### src/rtl/clpc_pkg.sv
// Package for the charger LED pattern controller: codes, LED masks and the result beat type.
`default_nettype none
package clpc_pkg;

  localparam int ACTION_W = 4;
  localparam int MODE_W   = 3;
  localparam int MV_W     = 15;
  localparam int PACK_W   = 16;
  localparam int LEVEL_W  = 3;
  localparam int LED_W    = 6;
  localparam int CFG_IDX_W = 3;

  localparam logic [ACTION_W-1:0] ACT_TICK       = 4'd0;
  localparam logic [ACTION_W-1:0] ACT_SET_CHARGE = 4'd1;
  localparam logic [ACTION_W-1:0] ACT_SET_JUMP   = 4'd2;
  localparam logic [ACTION_W-1:0] ACT_SET_ERROR  = 4'd3;
  localparam logic [ACTION_W-1:0] ACT_ALL_ON     = 4'd4;
  localparam logic [ACTION_W-1:0] ACT_ALL_OFF    = 4'd5;
  localparam logic [ACTION_W-1:0] ACT_CHARGE_OFF = 4'd6;
  localparam logic [ACTION_W-1:0] ACT_JUMP_OFF   = 4'd7;
  localparam logic [ACTION_W-1:0] ACT_CHEMISTRY  = 4'd8;
  localparam logic [ACTION_W-1:0] ACT_PACK_LEVEL = 4'd9;

  localparam logic [MODE_W-1:0] CHG_OFF       = 3'd0;
  localparam logic [MODE_W-1:0] CHG_WAIT      = 3'd1;
  localparam logic [MODE_W-1:0] CHG_CHARGING  = 3'd2;
  localparam logic [MODE_W-1:0] CHG_CV        = 3'd3;
  localparam logic [MODE_W-1:0] CHG_MAINT     = 3'd4;
  localparam logic [MODE_W-1:0] CHG_SULFATED  = 3'd5;
  localparam logic [MODE_W-1:0] CHG_RECOV_TO  = 3'd6;
  localparam logic [MODE_W-1:0] CHG_CC_TO     = 3'd7;

  localparam logic [MODE_W-1:0] JMP_OFF       = 3'd0;
  localparam logic [MODE_W-1:0] JMP_WAIT      = 3'd1;
  localparam logic [MODE_W-1:0] JMP_ACTIVE    = 3'd2;
  localparam logic [MODE_W-1:0] JMP_DONE      = 3'd3;
  localparam logic [MODE_W-1:0] JMP_PACK_ERR  = 3'd4;

  localparam logic [MODE_W-1:0] ERR_NONE       = 3'd0;
  localparam logic [MODE_W-1:0] ERR_UNCAL      = 3'd1;
  localparam logic [MODE_W-1:0] ERR_CAL_OK     = 3'd2;
  localparam logic [MODE_W-1:0] ERR_TEST       = 3'd3;
  localparam logic [MODE_W-1:0] ERR_POLARITY   = 3'd4;
  localparam logic [MODE_W-1:0] ERR_CONTENTION = 3'd5;
  localparam logic [MODE_W-1:0] ERR_LOW_PACK   = 3'd6;

  localparam logic [LED_W-1:0] LED_CA  = 6'h01;
  localparam logic [LED_W-1:0] LED_CG  = 6'h02;
  localparam logic [LED_W-1:0] LED_JA  = 6'h04;
  localparam logic [LED_W-1:0] LED_JG  = 6'h08;
  localparam logic [LED_W-1:0] LED_LI  = 6'h10;
  localparam logic [LED_W-1:0] LED_AG  = 6'h20;
  localparam logic [LED_W-1:0] LED_ALL = 6'h3F;

  localparam logic [CFG_IDX_W-1:0] CFG_MAINTAIN   = 3'd0;
  localparam logic [CFG_IDX_W-1:0] CFG_HIGH       = 3'd1;
  localparam logic [CFG_IDX_W-1:0] CFG_JUMP_READY = 3'd2;
  localparam logic [CFG_IDX_W-1:0] CFG_ACCESSORY  = 3'd3;
  localparam logic [CFG_IDX_W-1:0] CFG_LOW        = 3'd4;

  localparam logic [MV_W-1:0] RST_MAINTAIN   = 15'd15000;
  localparam logic [MV_W-1:0] RST_HIGH       = 15'd14500;
  localparam logic [MV_W-1:0] RST_JUMP_READY = 15'd14000;
  localparam logic [MV_W-1:0] RST_ACCESSORY  = 15'd13000;
  localparam logic [MV_W-1:0] RST_LOW        = 15'd12000;

  typedef struct packed {
    logic [LED_W-1:0]   leds;
    logic [LEVEL_W-1:0] level;
  } result_t;

endpackage
`default_nettype wire

### src/rtl/charger_led_pattern_controller.sv
// Top level of the charger and jump-pack LED pattern controller.
`default_nettype none
// Takes one event per cycle while in_stall is low and returns one beat of LED
// states per event. Each event is decoded and applied to the mode, blink and
// LED state combinationally; the result beat is registered, with a one-beat
// skid register behind it so that an event is still taken while the output is
// stalled. in_stall rises only when both result registers hold beats. Threshold
// writes are taken at any time (cfg_ready is tied high).
module charger_led_pattern_controller #(
  parameter int PATTERN_SLOTS = 10
) (
  input  wire logic                            clk,
  input  wire logic                            rst,
  input  wire logic                            in_valid,
  output logic                                 in_stall,
  input  wire logic [clpc_pkg::ACTION_W-1:0]   action,
  input  wire logic [clpc_pkg::MODE_W-1:0]     mode_code,
  input  wire logic                            lithium_on,
  input  wire logic                            agm_on,
  input  wire logic signed [clpc_pkg::PACK_W-1:0] pack_millivolts,
  output logic                                 out_valid,
  input  wire logic                            out_stall,
  output logic                                 charge_amber,
  output logic                                 charge_green,
  output logic                                 jump_amber,
  output logic                                 jump_green,
  output logic                                 lithium_led,
  output logic                                 agm_led,
  output logic [clpc_pkg::LEVEL_W-1:0]         pack_level,
  input  wire logic                            cfg_valid,
  output logic                                 cfg_ready,
  input  wire logic [clpc_pkg::CFG_IDX_W-1:0]  cfg_index,
  input  wire logic [clpc_pkg::MV_W-1:0]       cfg_data
);

  localparam int SLOT_W = $clog2(PATTERN_SLOTS);
  localparam logic [SLOT_W-1:0] SLOT_LAST = SLOT_W'(PATTERN_SLOTS - 1);

  logic [clpc_pkg::MV_W-1:0] maintain_level_mv;
  logic [clpc_pkg::MV_W-1:0] high_level_mv;
  logic [clpc_pkg::MV_W-1:0] jump_ready_level_mv;
  logic [clpc_pkg::MV_W-1:0] accessory_level_mv;
  logic [clpc_pkg::MV_W-1:0] low_level_mv;

  logic [clpc_pkg::MODE_W-1:0]  error_mode, error_mode_next;
  logic [clpc_pkg::MODE_W-1:0]  charge_mode, charge_mode_next;
  logic [clpc_pkg::MODE_W-1:0]  jump_mode, jump_mode_next;
  logic [SLOT_W-1:0]            blink_slot, blink_slot_next;
  logic [clpc_pkg::LED_W-1:0]   led_states, led_states_next;
  logic [clpc_pkg::LEVEL_W-1:0] shown_level, shown_level_next;

  logic [SLOT_W:0]              slot_ext;
  logic [SLOT_W-1:0]            slot_adv;
  logic                         lit1, lit2, lit3;
  logic [clpc_pkg::LEVEL_W-1:0] graded;

  clpc_pkg::result_t res_new, res_out, res_skid;
  logic skid_valid;
  logic accept_in, take_out;

  assign cfg_ready = 1'b1;
  assign in_stall  = skid_valid;
  assign accept_in = in_valid & ~skid_valid;
  assign take_out  = out_valid & ~out_stall;

  always_ff @(posedge clk) begin
    if (rst) begin
      maintain_level_mv   <= clpc_pkg::RST_MAINTAIN;
      high_level_mv       <= clpc_pkg::RST_HIGH;
      jump_ready_level_mv <= clpc_pkg::RST_JUMP_READY;
      accessory_level_mv  <= clpc_pkg::RST_ACCESSORY;
      low_level_mv        <= clpc_pkg::RST_LOW;
    end else if (cfg_valid && cfg_ready) begin
      unique case (cfg_index)
        clpc_pkg::CFG_MAINTAIN:   maintain_level_mv   <= cfg_data;
        clpc_pkg::CFG_HIGH:       high_level_mv       <= cfg_data;
        clpc_pkg::CFG_JUMP_READY: jump_ready_level_mv <= cfg_data;
        clpc_pkg::CFG_ACCESSORY:  accessory_level_mv  <= cfg_data;
        clpc_pkg::CFG_LOW:        low_level_mv        <= cfg_data;
        default: ;
      endcase
    end
  end

  // blink pattern: slot lit when even and below twice the pulse count
  assign slot_ext = {1'b0, blink_slot};
  assign lit1 = ~blink_slot[0] && (slot_ext < (SLOT_W+1)'(2));
  assign lit2 = ~blink_slot[0] && (slot_ext < (SLOT_W+1)'(4));
  assign lit3 = ~blink_slot[0] && (slot_ext < (SLOT_W+1)'(6));
  assign slot_adv = (blink_slot == SLOT_LAST) ? '0 : blink_slot + SLOT_W'(1);

  always_comb begin
    if (pack_millivolts > $signed({1'b0, maintain_level_mv}))
      graded = 3'd5;
    else if (pack_millivolts > $signed({1'b0, high_level_mv}))
      graded = 3'd4;
    else if (pack_millivolts > $signed({1'b0, jump_ready_level_mv}))
      graded = 3'd3;
    else if (pack_millivolts > $signed({1'b0, accessory_level_mv}))
      graded = 3'd2;
    else if (pack_millivolts > $signed({1'b0, low_level_mv}))
      graded = 3'd1;
    else
      graded = 3'd0;
  end

  always_comb begin
    error_mode_next  = error_mode;
    charge_mode_next = charge_mode;
    jump_mode_next   = jump_mode;
    blink_slot_next  = blink_slot;
    led_states_next  = led_states;
    shown_level_next = shown_level;
    unique case (action)
      clpc_pkg::ACT_TICK: begin
        if (error_mode == clpc_pkg::ERR_NONE) begin
          case (charge_mode) inside
            clpc_pkg::CHG_WAIT: led_states_next = led_states_next ^ clpc_pkg::LED_CA;
            clpc_pkg::CHG_CV:   led_states_next = led_states_next ^ clpc_pkg::LED_CG;
            clpc_pkg::CHG_SULFATED, clpc_pkg::CHG_RECOV_TO, clpc_pkg::CHG_CC_TO: begin
              if ((charge_mode == clpc_pkg::CHG_SULFATED && lit1) ||
                  (charge_mode == clpc_pkg::CHG_RECOV_TO && lit2) ||
                  (charge_mode == clpc_pkg::CHG_CC_TO && lit3))
                led_states_next = led_states_next | (clpc_pkg::LED_CA | clpc_pkg::LED_CG);
              else
                led_states_next = led_states_next & ~(clpc_pkg::LED_CA | clpc_pkg::LED_CG);
              blink_slot_next = slot_adv;
            end
            default: ;
          endcase
          case (jump_mode)
            clpc_pkg::JMP_WAIT:     led_states_next = led_states_next ^ clpc_pkg::LED_JG;
            clpc_pkg::JMP_PACK_ERR: led_states_next = led_states_next ^ clpc_pkg::LED_JA;
            default: ;
          endcase
        end else begin
          case (error_mode)
            clpc_pkg::ERR_UNCAL: begin
              if (lit1)
                led_states_next = led_states | (clpc_pkg::LED_CA | clpc_pkg::LED_CG);
              else
                led_states_next = led_states & ~(clpc_pkg::LED_CA | clpc_pkg::LED_CG);
              blink_slot_next = slot_adv;
            end
            clpc_pkg::ERR_CAL_OK:
              led_states_next = led_states ^ (clpc_pkg::LED_CG | clpc_pkg::LED_JG);
            clpc_pkg::ERR_TEST:
              led_states_next = led_states ^ clpc_pkg::LED_ALL;
            clpc_pkg::ERR_POLARITY:
              led_states_next = led_states ^ (clpc_pkg::LED_CA | clpc_pkg::LED_CG);
            clpc_pkg::ERR_CONTENTION:
              led_states_next = led_states ^ (clpc_pkg::LED_CA | clpc_pkg::LED_JA);
            clpc_pkg::ERR_LOW_PACK: begin
              if (lit1)
                led_states_next = led_states | clpc_pkg::LED_JA;
              else
                led_states_next = led_states & ~clpc_pkg::LED_JA;
              blink_slot_next = slot_adv;
            end
            default: ;
          endcase
        end
      end
      clpc_pkg::ACT_SET_CHARGE: begin
        if (mode_code != charge_mode) begin
          charge_mode_next = mode_code;
          case (mode_code) inside
            clpc_pkg::CHG_WAIT:
              led_states_next = led_states & ~(clpc_pkg::LED_CA | clpc_pkg::LED_CG);
            clpc_pkg::CHG_CHARGING, clpc_pkg::CHG_CV:
              led_states_next = (led_states | clpc_pkg::LED_CA) & ~clpc_pkg::LED_CG;
            clpc_pkg::CHG_MAINT:
              led_states_next = (led_states | clpc_pkg::LED_CG) & ~clpc_pkg::LED_CA;
            clpc_pkg::CHG_SULFATED, clpc_pkg::CHG_RECOV_TO, clpc_pkg::CHG_CC_TO: begin
              blink_slot_next = '0;
              led_states_next = led_states & ~(clpc_pkg::LED_CA | clpc_pkg::LED_CG |
                                               clpc_pkg::LED_LI | clpc_pkg::LED_AG);
            end
            default:
              led_states_next = led_states & ~(clpc_pkg::LED_CA | clpc_pkg::LED_CG |
                                               clpc_pkg::LED_LI | clpc_pkg::LED_AG);
          endcase
        end
      end
      clpc_pkg::ACT_SET_JUMP: begin
        if (mode_code <= clpc_pkg::JMP_PACK_ERR && mode_code != jump_mode) begin
          jump_mode_next = mode_code;
          case (mode_code)
            clpc_pkg::JMP_ACTIVE:
              led_states_next = (led_states | clpc_pkg::LED_JG) & ~clpc_pkg::LED_JA;
            clpc_pkg::JMP_DONE:
              led_states_next = (led_states | clpc_pkg::LED_JA) & ~clpc_pkg::LED_JG;
            default:
              led_states_next = led_states & ~(clpc_pkg::LED_JA | clpc_pkg::LED_JG);
          endcase
        end
      end
      clpc_pkg::ACT_SET_ERROR: begin
        if (mode_code != clpc_pkg::ERR_NONE && mode_code <= clpc_pkg::ERR_LOW_PACK &&
            mode_code != error_mode) begin
          error_mode_next = mode_code;
          if (mode_code == clpc_pkg::ERR_POLARITY) begin
            led_states_next = clpc_pkg::LED_CA;
          end else begin
            if (mode_code == clpc_pkg::ERR_LOW_PACK)
              blink_slot_next = '0;
            charge_mode_next = clpc_pkg::CHG_OFF;
            jump_mode_next   = clpc_pkg::JMP_OFF;
            led_states_next  = '0;
          end
        end
      end
      clpc_pkg::ACT_ALL_ON: begin
        error_mode_next  = clpc_pkg::ERR_NONE;
        charge_mode_next = clpc_pkg::CHG_OFF;
        jump_mode_next   = clpc_pkg::JMP_OFF;
        led_states_next  = clpc_pkg::LED_ALL;
      end
      clpc_pkg::ACT_ALL_OFF: begin
        error_mode_next  = clpc_pkg::ERR_NONE;
        charge_mode_next = clpc_pkg::CHG_OFF;
        jump_mode_next   = clpc_pkg::JMP_OFF;
        led_states_next  = '0;
      end
      clpc_pkg::ACT_CHARGE_OFF: begin
        charge_mode_next = clpc_pkg::CHG_OFF;
        led_states_next  = led_states & ~(clpc_pkg::LED_CA | clpc_pkg::LED_CG |
                                          clpc_pkg::LED_LI | clpc_pkg::LED_AG);
      end
      clpc_pkg::ACT_JUMP_OFF: begin
        jump_mode_next  = clpc_pkg::JMP_OFF;
        led_states_next = led_states & ~(clpc_pkg::LED_JA | clpc_pkg::LED_JG);
      end
      clpc_pkg::ACT_CHEMISTRY: begin
        led_states_next = (led_states & ~(clpc_pkg::LED_LI | clpc_pkg::LED_AG))
                        | (lithium_on ? clpc_pkg::LED_LI : '0)
                        | (agm_on ? clpc_pkg::LED_AG : '0);
      end
      clpc_pkg::ACT_PACK_LEVEL: shown_level_next = graded;
      default: ;
    endcase
  end

  always_ff @(posedge clk) begin
    if (rst) begin
      error_mode  <= clpc_pkg::ERR_NONE;
      charge_mode <= clpc_pkg::CHG_OFF;
      jump_mode   <= clpc_pkg::JMP_OFF;
      blink_slot  <= '0;
      led_states  <= '0;
      shown_level <= '0;
    end else if (accept_in) begin
      error_mode  <= error_mode_next;
      charge_mode <= charge_mode_next;
      jump_mode   <= jump_mode_next;
      blink_slot  <= blink_slot_next;
      led_states  <= led_states_next;
      shown_level <= shown_level_next;
    end
  end

  assign res_new.leds  = led_states_next;
  assign res_new.level = shown_level_next;

  // output register plus one skid beat
  always_ff @(posedge clk) begin
    if (rst) begin
      out_valid  <= 1'b0;
      skid_valid <= 1'b0;
    end else if (take_out) begin
      if (skid_valid) begin
        res_out    <= res_skid;
        skid_valid <= 1'b0;
      end else if (accept_in) begin
        res_out <= res_new;
      end else begin
        out_valid <= 1'b0;
      end
    end else if (accept_in) begin
      if (out_valid) begin
        res_skid   <= res_new;
        skid_valid <= 1'b1;
      end else begin
        res_out   <= res_new;
        out_valid <= 1'b1;
      end
    end
  end

  assign charge_amber = res_out.leds[0];
  assign charge_green = res_out.leds[1];
  assign jump_amber   = res_out.leds[2];
  assign jump_green   = res_out.leds[3];
  assign lithium_led  = res_out.leds[4];
  assign agm_led      = res_out.leds[5];
  assign pack_level   = res_out.level;

endmodule
`default_nettype wire

### config.mk
export PLATFORM = sky130hd
export DESIGN_NAME = charger_led_pattern_controller
export DESIGN_NICKNAME = d
export VERILOG_FILES = /design/src/rtl/clpc_pkg.sv /design/src/rtl/charger_led_pattern_controller.sv
export SDC_FILE = /design/constraint.sdc
export NUM_CORES = 1
export LEC_CHECK = 0
export BUFFER_PORTS_ARGS = -buffer_cell sky130_fd_sc_hd__buf_2
export CORE_MARGIN = 5
export CORE_UTILIZATION = 58
export CTS_BUF_LIST = sky130_fd_sc_hd__clkbuf_4 sky130_fd_sc_hd__clkbuf_8 sky130_fd_sc_hd__clkbuf_16
export CTS_CLUSTER_SIZE = 16
export DETAILED_ROUTE_END_ITERATION = 6
export MAX_ROUTING_LAYER = met4
export PLACE_DENSITY_LB_ADDON = 0.05
export REMOVE_ABC_BUFFERS = 1
export SLEW_MARGIN = 20
export SYNTH_ARGS = -nofsm -noshare
export SYNTH_HDL_FRONTEND = slang
export SYNTH_SLANG_ARGS = --single-unit
### constraint.sdc
create_clock -name clk -period 3.3 [get_ports clk]
set_input_delay 0.495 -clock clk [delete_from_list [all_inputs] [get_ports clk]]
set_output_delay 0.495 -clock clk [all_outputs]
set_load 0.03 [all_outputs]
-- After elaboration in Yosys (flattened, before gate mapping)
Index checks and enable logic that the tools add are counted.
- register bits: 117
- word-level logic and storage cells: 200
- add/subtract/negate cells: 1
- order comparisons: 10
- eq/ne operators: 53
- multiplexer cells: 60
- bitwise gates (word level): 17
- reduce and logical (&&, ||, !) cells: 42
- operator list (kind ; number):
    16-bit > comparator ; 5
    4-bit two-way mux ; 15
    6-bit two-way mux ; 9
    6-bit case mux with 9 select lines ; 1
    9-bit two-way mux ; 5
    3-bit == test, second input constant ; 12
    6-bit case mux with 6 select lines ; 1
    3-bit two-way mux ; 11
    2-bit != test, second input constant ; 11
    3-bit by 2-bit == test with 1-bit output, second input constant ; 7
    3-bit case mux with 3 select lines ; 2
    4-bit by 3-bit == test with 1-bit output, second input constant ; 4
    4-bit case mux with 2 select lines ; 2
    3-bit by 1-bit == test with 1-bit output, second input constant ; 5
    14-bit AND reduction ; 1
    4-bit == test, second input constant ; 3
    4-bit case mux with 3 select lines ; 1
    2-bit AND reduction ; 6
    3-bit nonzero test ; 4
    3-bit OR reduction ; 4
    2-bit two-way mux ; 5
    5-bit AND reduction ; 2
    1-bit logical AND ; 9
    3-bit != test ; 3
    25 further kinds ; 55

-- Logic depth before layout (Yosys ltp)
- depth after elaboration: 18
- depth in mapped cells: 9
- depth with buffers taken out: 9

-- Worst setup path before layout
No wires, ideal clock.
- path kind: input -> register
- start point: in pack_millivolts[8] (netlist name)
- end point: reg res_out, in the netlist pack_level[1], data pin
- setup time: 0.260 ns
- data arrival time: 2.244 ns
- data required time: 3.040 ns
- slack: 0.795 ns
- cell stages on the path: 8
- path buffers: 0
- cells stage by stage: ha_1 > nand3_1 > o221ai_1 > a21oi_1 > or3_1 > a221o_1 > a32o_1 > mux2_4
- longest elaborated chain between the ends: 9
- elaborated cells on any way between the ends: 14
- classes of those cells: 4 x order compare; 10 x mux
- ends and longest elaborated chain (what ; RTL line ; source):
    start: declaration ; charger_led_pattern_controller.sv:20 ; input wire logic signed [clpc_pkg::PACK_W-1:0] pack_millivolts,
    16-bit > comparator ; charger_led_pattern_controller.sv:99 ; else if (pack_millivolts > $signed({1'b0, accessory_level_mv}))
    3-bit two-way mux ; charger_led_pattern_controller.sv:99 ;
    3-bit two-way mux ; charger_led_pattern_controller.sv:97 ; else if (pack_millivolts > $signed({1'b0, jump_ready_level_mv}))
    3-bit two-way mux ; charger_led_pattern_controller.sv:95 ; else if (pack_millivolts > $signed({1'b0, high_level_mv}))
    3-bit two-way mux (*) ; charger_led_pattern_controller.sv:93 ; if (pack_millivolts > $signed({1'b0, maintain_level_mv}))
    3-bit two-way mux (*) ; charger_led_pattern_controller.sv:114 ; unique case (action)
    net shown_level_next, one bit ; charger_led_pattern_controller.sv:50 ; logic [clpc_pkg::LEVEL_W-1:0] shown_level, shown_level_next;
    9-bit two-way mux (on tied branches) ; charger_led_pattern_controller.sv:280, charger_led_pattern_controller.sv:274 ;
    9-bit two-way mux (on tied branches) ; charger_led_pattern_controller.sv:279, charger_led_pattern_controller.sv:271 ;
    9-bit two-way mux (*) ; charger_led_pattern_controller.sv:270 ; end else if (take_out) begin
    end signal: assignment ; charger_led_pattern_controller.sv:272 ; res_out <= res_skid;
    end signal: assignment ; charger_led_pattern_controller.sv:275 ; res_out <= res_new;
    end signal: assignment ; charger_led_pattern_controller.sv:284 ; res_out <= res_new;
    end: declaration ; charger_led_pattern_controller.sv:57 ; clpc_pkg::result_t res_new, res_out, res_skid;
Mark *: on every way through the listed nets, which the timed path passes. The rest lies on a longest branch. The select of a mux whose other input is x is not followed.
A chain may end at the register's enable or synchronous reset.

-- Worst setup path in the final report
- start point: reg high_level_mv[12] (netlist name)
- end point: reg res_out, in the netlist pack_level[1], data pin
- longest elaborated chain between the ends: 7
- elaborated cells on any way between the ends: 9
- classes of those cells: 1 x order compare; 8 x mux
- ends and longest elaborated chain (what ; RTL line ; source):
    start: declaration ; charger_led_pattern_controller.sv:40 ; logic [clpc_pkg::MV_W-1:0] high_level_mv;
    start signal: assignment ; charger_led_pattern_controller.sv:69 ; high_level_mv <= clpc_pkg::RST_HIGH;
    start signal: assignment ; charger_led_pattern_controller.sv:76 ; clpc_pkg::CFG_HIGH: high_level_mv <= cfg_data;
    16-bit > comparator (*) ; charger_led_pattern_controller.sv:95 ;
    3-bit two-way mux (*) ; charger_led_pattern_controller.sv:95 ;
    3-bit two-way mux (*) ; charger_led_pattern_controller.sv:93 ;
    3-bit two-way mux (*) ; charger_led_pattern_controller.sv:114 ;
    net shown_level_next, one bit ; charger_led_pattern_controller.sv:50 ;
    9-bit two-way mux (on tied branches) ; charger_led_pattern_controller.sv:280, charger_led_pattern_controller.sv:274 ;
    9-bit two-way mux (on tied branches) ; charger_led_pattern_controller.sv:279, charger_led_pattern_controller.sv:271 ;
    9-bit two-way mux (*) ; charger_led_pattern_controller.sv:270 ;
Marked as above.

==> flow_metrics.env <==
export IMPL_p_per_area_nw_per_um2=457
export IMPL_most_common_layout_cells="159 x nand2_1, 99 x dfxtp_1, 87 x inv_1"
export IMPL_cts_buffers=17
export IMPL_finalCritPeriodShare_pct=78.7
export IMPL_cts_root_buf="clkbuf_16"
export IMPL_cp_required_ps=3460
export IMPL_status="completed"
export IMPL_period_needed_ps=2600
export IMPL_hpwl_um=15500
export IMPL_critPathArrivalTime_ps=2760
export IMPL_grt_pass1_wl_um=33400
export IMPL_grt_max_degree=37
export IMPL_finalSetupViolCount=0
export IMPL_ys_flop_type="dfxtp_1"
export IMPL_placed_area_um2=7680
export IMPL_synth_edf_count=18
export IMPL_path_class="register to register"
export IMPL_layout_setup_ws_ps=703
export IMPL_ant_nets=0
export IMPL_fp_coreArea_um2=12500
export IMPL_hold_class="primary input to register"
export IMPL_rsz0062_at_grt="false"
export IMPL_portBuffers=58
export IMPL_final_setup_tns_ps=0
export IMPL_synthToLayoutAreaGrowth_pct=12.8
export IMPL_die_area_um2=14900
export IMPL_drt_iter0_drc=642
export IMPL_hold_buffers=0
export IMPL_p_leak_nw=3.46
export IMPL_layout_nets=1067
export IMPL_hold_viol=0
export IMPL_drive_above_1_share_pct=12.1
export IMPL_drc=0
export IMPL_diodes=0
export IMPL_cts_resized=0
export IMPL_cts_buffer_depth=2
export IMPL_stdcell_count=1127
export IMPL_whs_ps=357
export IMPL_synth_async_reset_ratio_pct=0
export IMPL_drt_total_wl_um=20800
export IMPL_r2r_cells=9
export IMPL_finClkSkew_ps=6.23
export IMPL_end_kind="register"
export IMPL_hold_start="cfg_data[8]"
export IMPL_timing_rr_start="high_level_mv[12]$_SDFFE_PP1P_"
export IMPL_seq_area_frac_synth_pct=34.6
export IMPL_fmax_mhz=385
export IMPL_clk_pin_slew_ps=50
export IMPL_place_gp_congestion=0.971
export IMPL_cts_tree="done"
export IMPL_avgSynthCellArea_um2=8.11
export IMPL_maxCapViolCount=0
export IMPL_initial_utilization_pct=58.5
export IMPL_critPathMaxFanout=3
export IMPL_slew_headroom_pct=26.7
export IMPL_rrSetupSlack_ps=700
export IMPL_place_ws_ps=441
export IMPL_grt_overflow=0
export IMPL_final_common_cell="nand2_1"
export IMPL_grt_pass1_vias=6526
export IMPL_wl_per_cell_um=18.5
export IMPL_final_area_um2=8230
export IMPL_ios=60
export IMPL_slew_viol_final=0
export IMPL_hold_path_depth=3
export IMPL_h_tree_depth=4
export IMPL_dr_pass1_iters=5
export IMPL_nFillCells=1086
export IMPL_vdd_drop_max_mv=0.314
export IMPL_rr_endpoint="pack_level[1]$_DFFE_PP_"
export IMPL_netlist_area_um2=7290
export IMPL_ys_types=77
export IMPL_synth_seq_cells=117
export IMPL_dpl_cell_count=1095
export IMPL_antenna_found_initial=0
export IMPL_crit_path_start_kind="register"
export IMPL_ys_warnings_count=0
export IMPL_die_x_um=122
export IMPL_postCtsSetupRepairBufs=0
export IMPL_clock_sinks=117
export IMPL_num_vias=6807
export IMPL_holdPathEnd="jump_ready_level_mv[8]$_SDFFE_PP0P_"
export IMPL_grt_util_all_layers_pct=29.6
export IMPL_syn_inst=899
export IMPL_die_y_um=122
export IMPL_vias_per_cell=6.04
export IMPL_tightest_slew_ps=1100
export IMPL_clk_latency_ps=410
export IMPL_row_count=41
cell usage after synthesis, types with 11 or more instances:
library cell | number | share of area [%]
nor2_1 | 42 | 2.2
nand4_1 | 11 | 0.94
nor2b_1 | 14 | 1.2
nand3_1 | 17 | 1.2
edfxtp_1 | 18 | 7.4
clkbuf_1 | 35 | 1.8
nor3_1 | 16 | 1.1
inv_1 | 87 | 4.5
dfxtp_1 | 99 | 27
nand2_1 | 159 | 8.2
o21ai_0 | 26 | 1.8
ha_1 | 77 | 13
o211ai_1 | 39 | 4.0
a21oi_1 | 86 | 5.9
metrics by stage:
stage	power [mW]	utilization, %
3_3_place_gp	2.06	61.6
5_1_grt	3.91	66.0
2_1_floorplan	1.86	-
6_report	3.76	66.0
3_5_place_dp	2.07	61.6
4_1_cts	3.77	66.0
state kept, by name (all words and copies together), names as in the netlist, 4 cells and up:
name / count
accessory_level_mv: 15
blink_slot: 4
high_level_mv: 15
jump_ready_level_mv: 15
led_states: 6
low_level_mv: 15
maintain_level_mv: 15
res_skid: 9
how the worst max path moves through the flow:
| stage | to | slack, ps | start |
|---|---|---|---|
| 6_report | pack_level[1]$_DFFE_PP_ | 700 | high_level_mv[12]$_SDFFE_PP1P_ |
| 5_1_grt | blink_slot[2]$_SDFFE_PP0P_ | 520 | error_mode[2]$_SDFFE_PP0P_ |
| 4_1_cts | pack_level[1]$_DFFE_PP_ | 720 | high_level_mv[12]$_SDFFE_PP1P_ |
| 3_5_place_dp | pack_level[1]$_DFFE_PP_ | 440 | pack_millivolts[12] |
| 3_3_place_gp | pack_level[1]$_DFFE_PP_ | 480 | pack_millivolts[12] |
| 2_1_floorplan | pack_level[1]$_DFFE_PP_ | 800 | pack_millivolts[8] |
cell type report:
type / count / area (um2) / share of cell area (%)
Sequential cell: 117 / 2520 / 30.7
Tap cell: 172 / 215 / 2.62
Clock inverter: 14 / 111 / 1.35
Timing Repair Buffer: 68 / 365 / 4.44
Inverter: 88 / 330 / 4.02
Multi-Input combinational cell: 650 / 4240 / 51.6
Clock buffer: 18 / 439 / 5.34
routing by layer:
layer	track usage, %	wire length, um	vias to the layer above
met5	-	0	-
met3	5.15	833	40
li1	-	-	3284
met2	52.8	10900	208
met4	9.94	535	0
met1	33.6	8560	3275
worst max-delay path, stage by stage, from the launching register on:
cell and delay (ps):
dfxtp_1 310, inv_1 60, ha_1 310, nand4_1 190, nor4_2 340, a21boi_1 210, a311oi_1 70, a221o_1 340
a32o_1 260, mux2_4 260
where the power goes:
group	switching [mW]	internal (mW)
registers	0.0321	1.50
logic	0.334	0.190
clock network	0.666	1.04
total	1.03	2.73
cells by family (layout without fill, tap and decap cells):
logic type	after synthesis	after routing	share of synthesized area (%)
xor+xnor	8	8	0.961
buf+inv	132	188	7.24
simple gates	310	310	20.1
compound gates	242	242	22.1
other cells	1	1	0.0514
mux	11	11	1.63
flops	117	117	34.6
fa+ha+maj	78	78	13.3
Power figures use the tool's default switching activity.
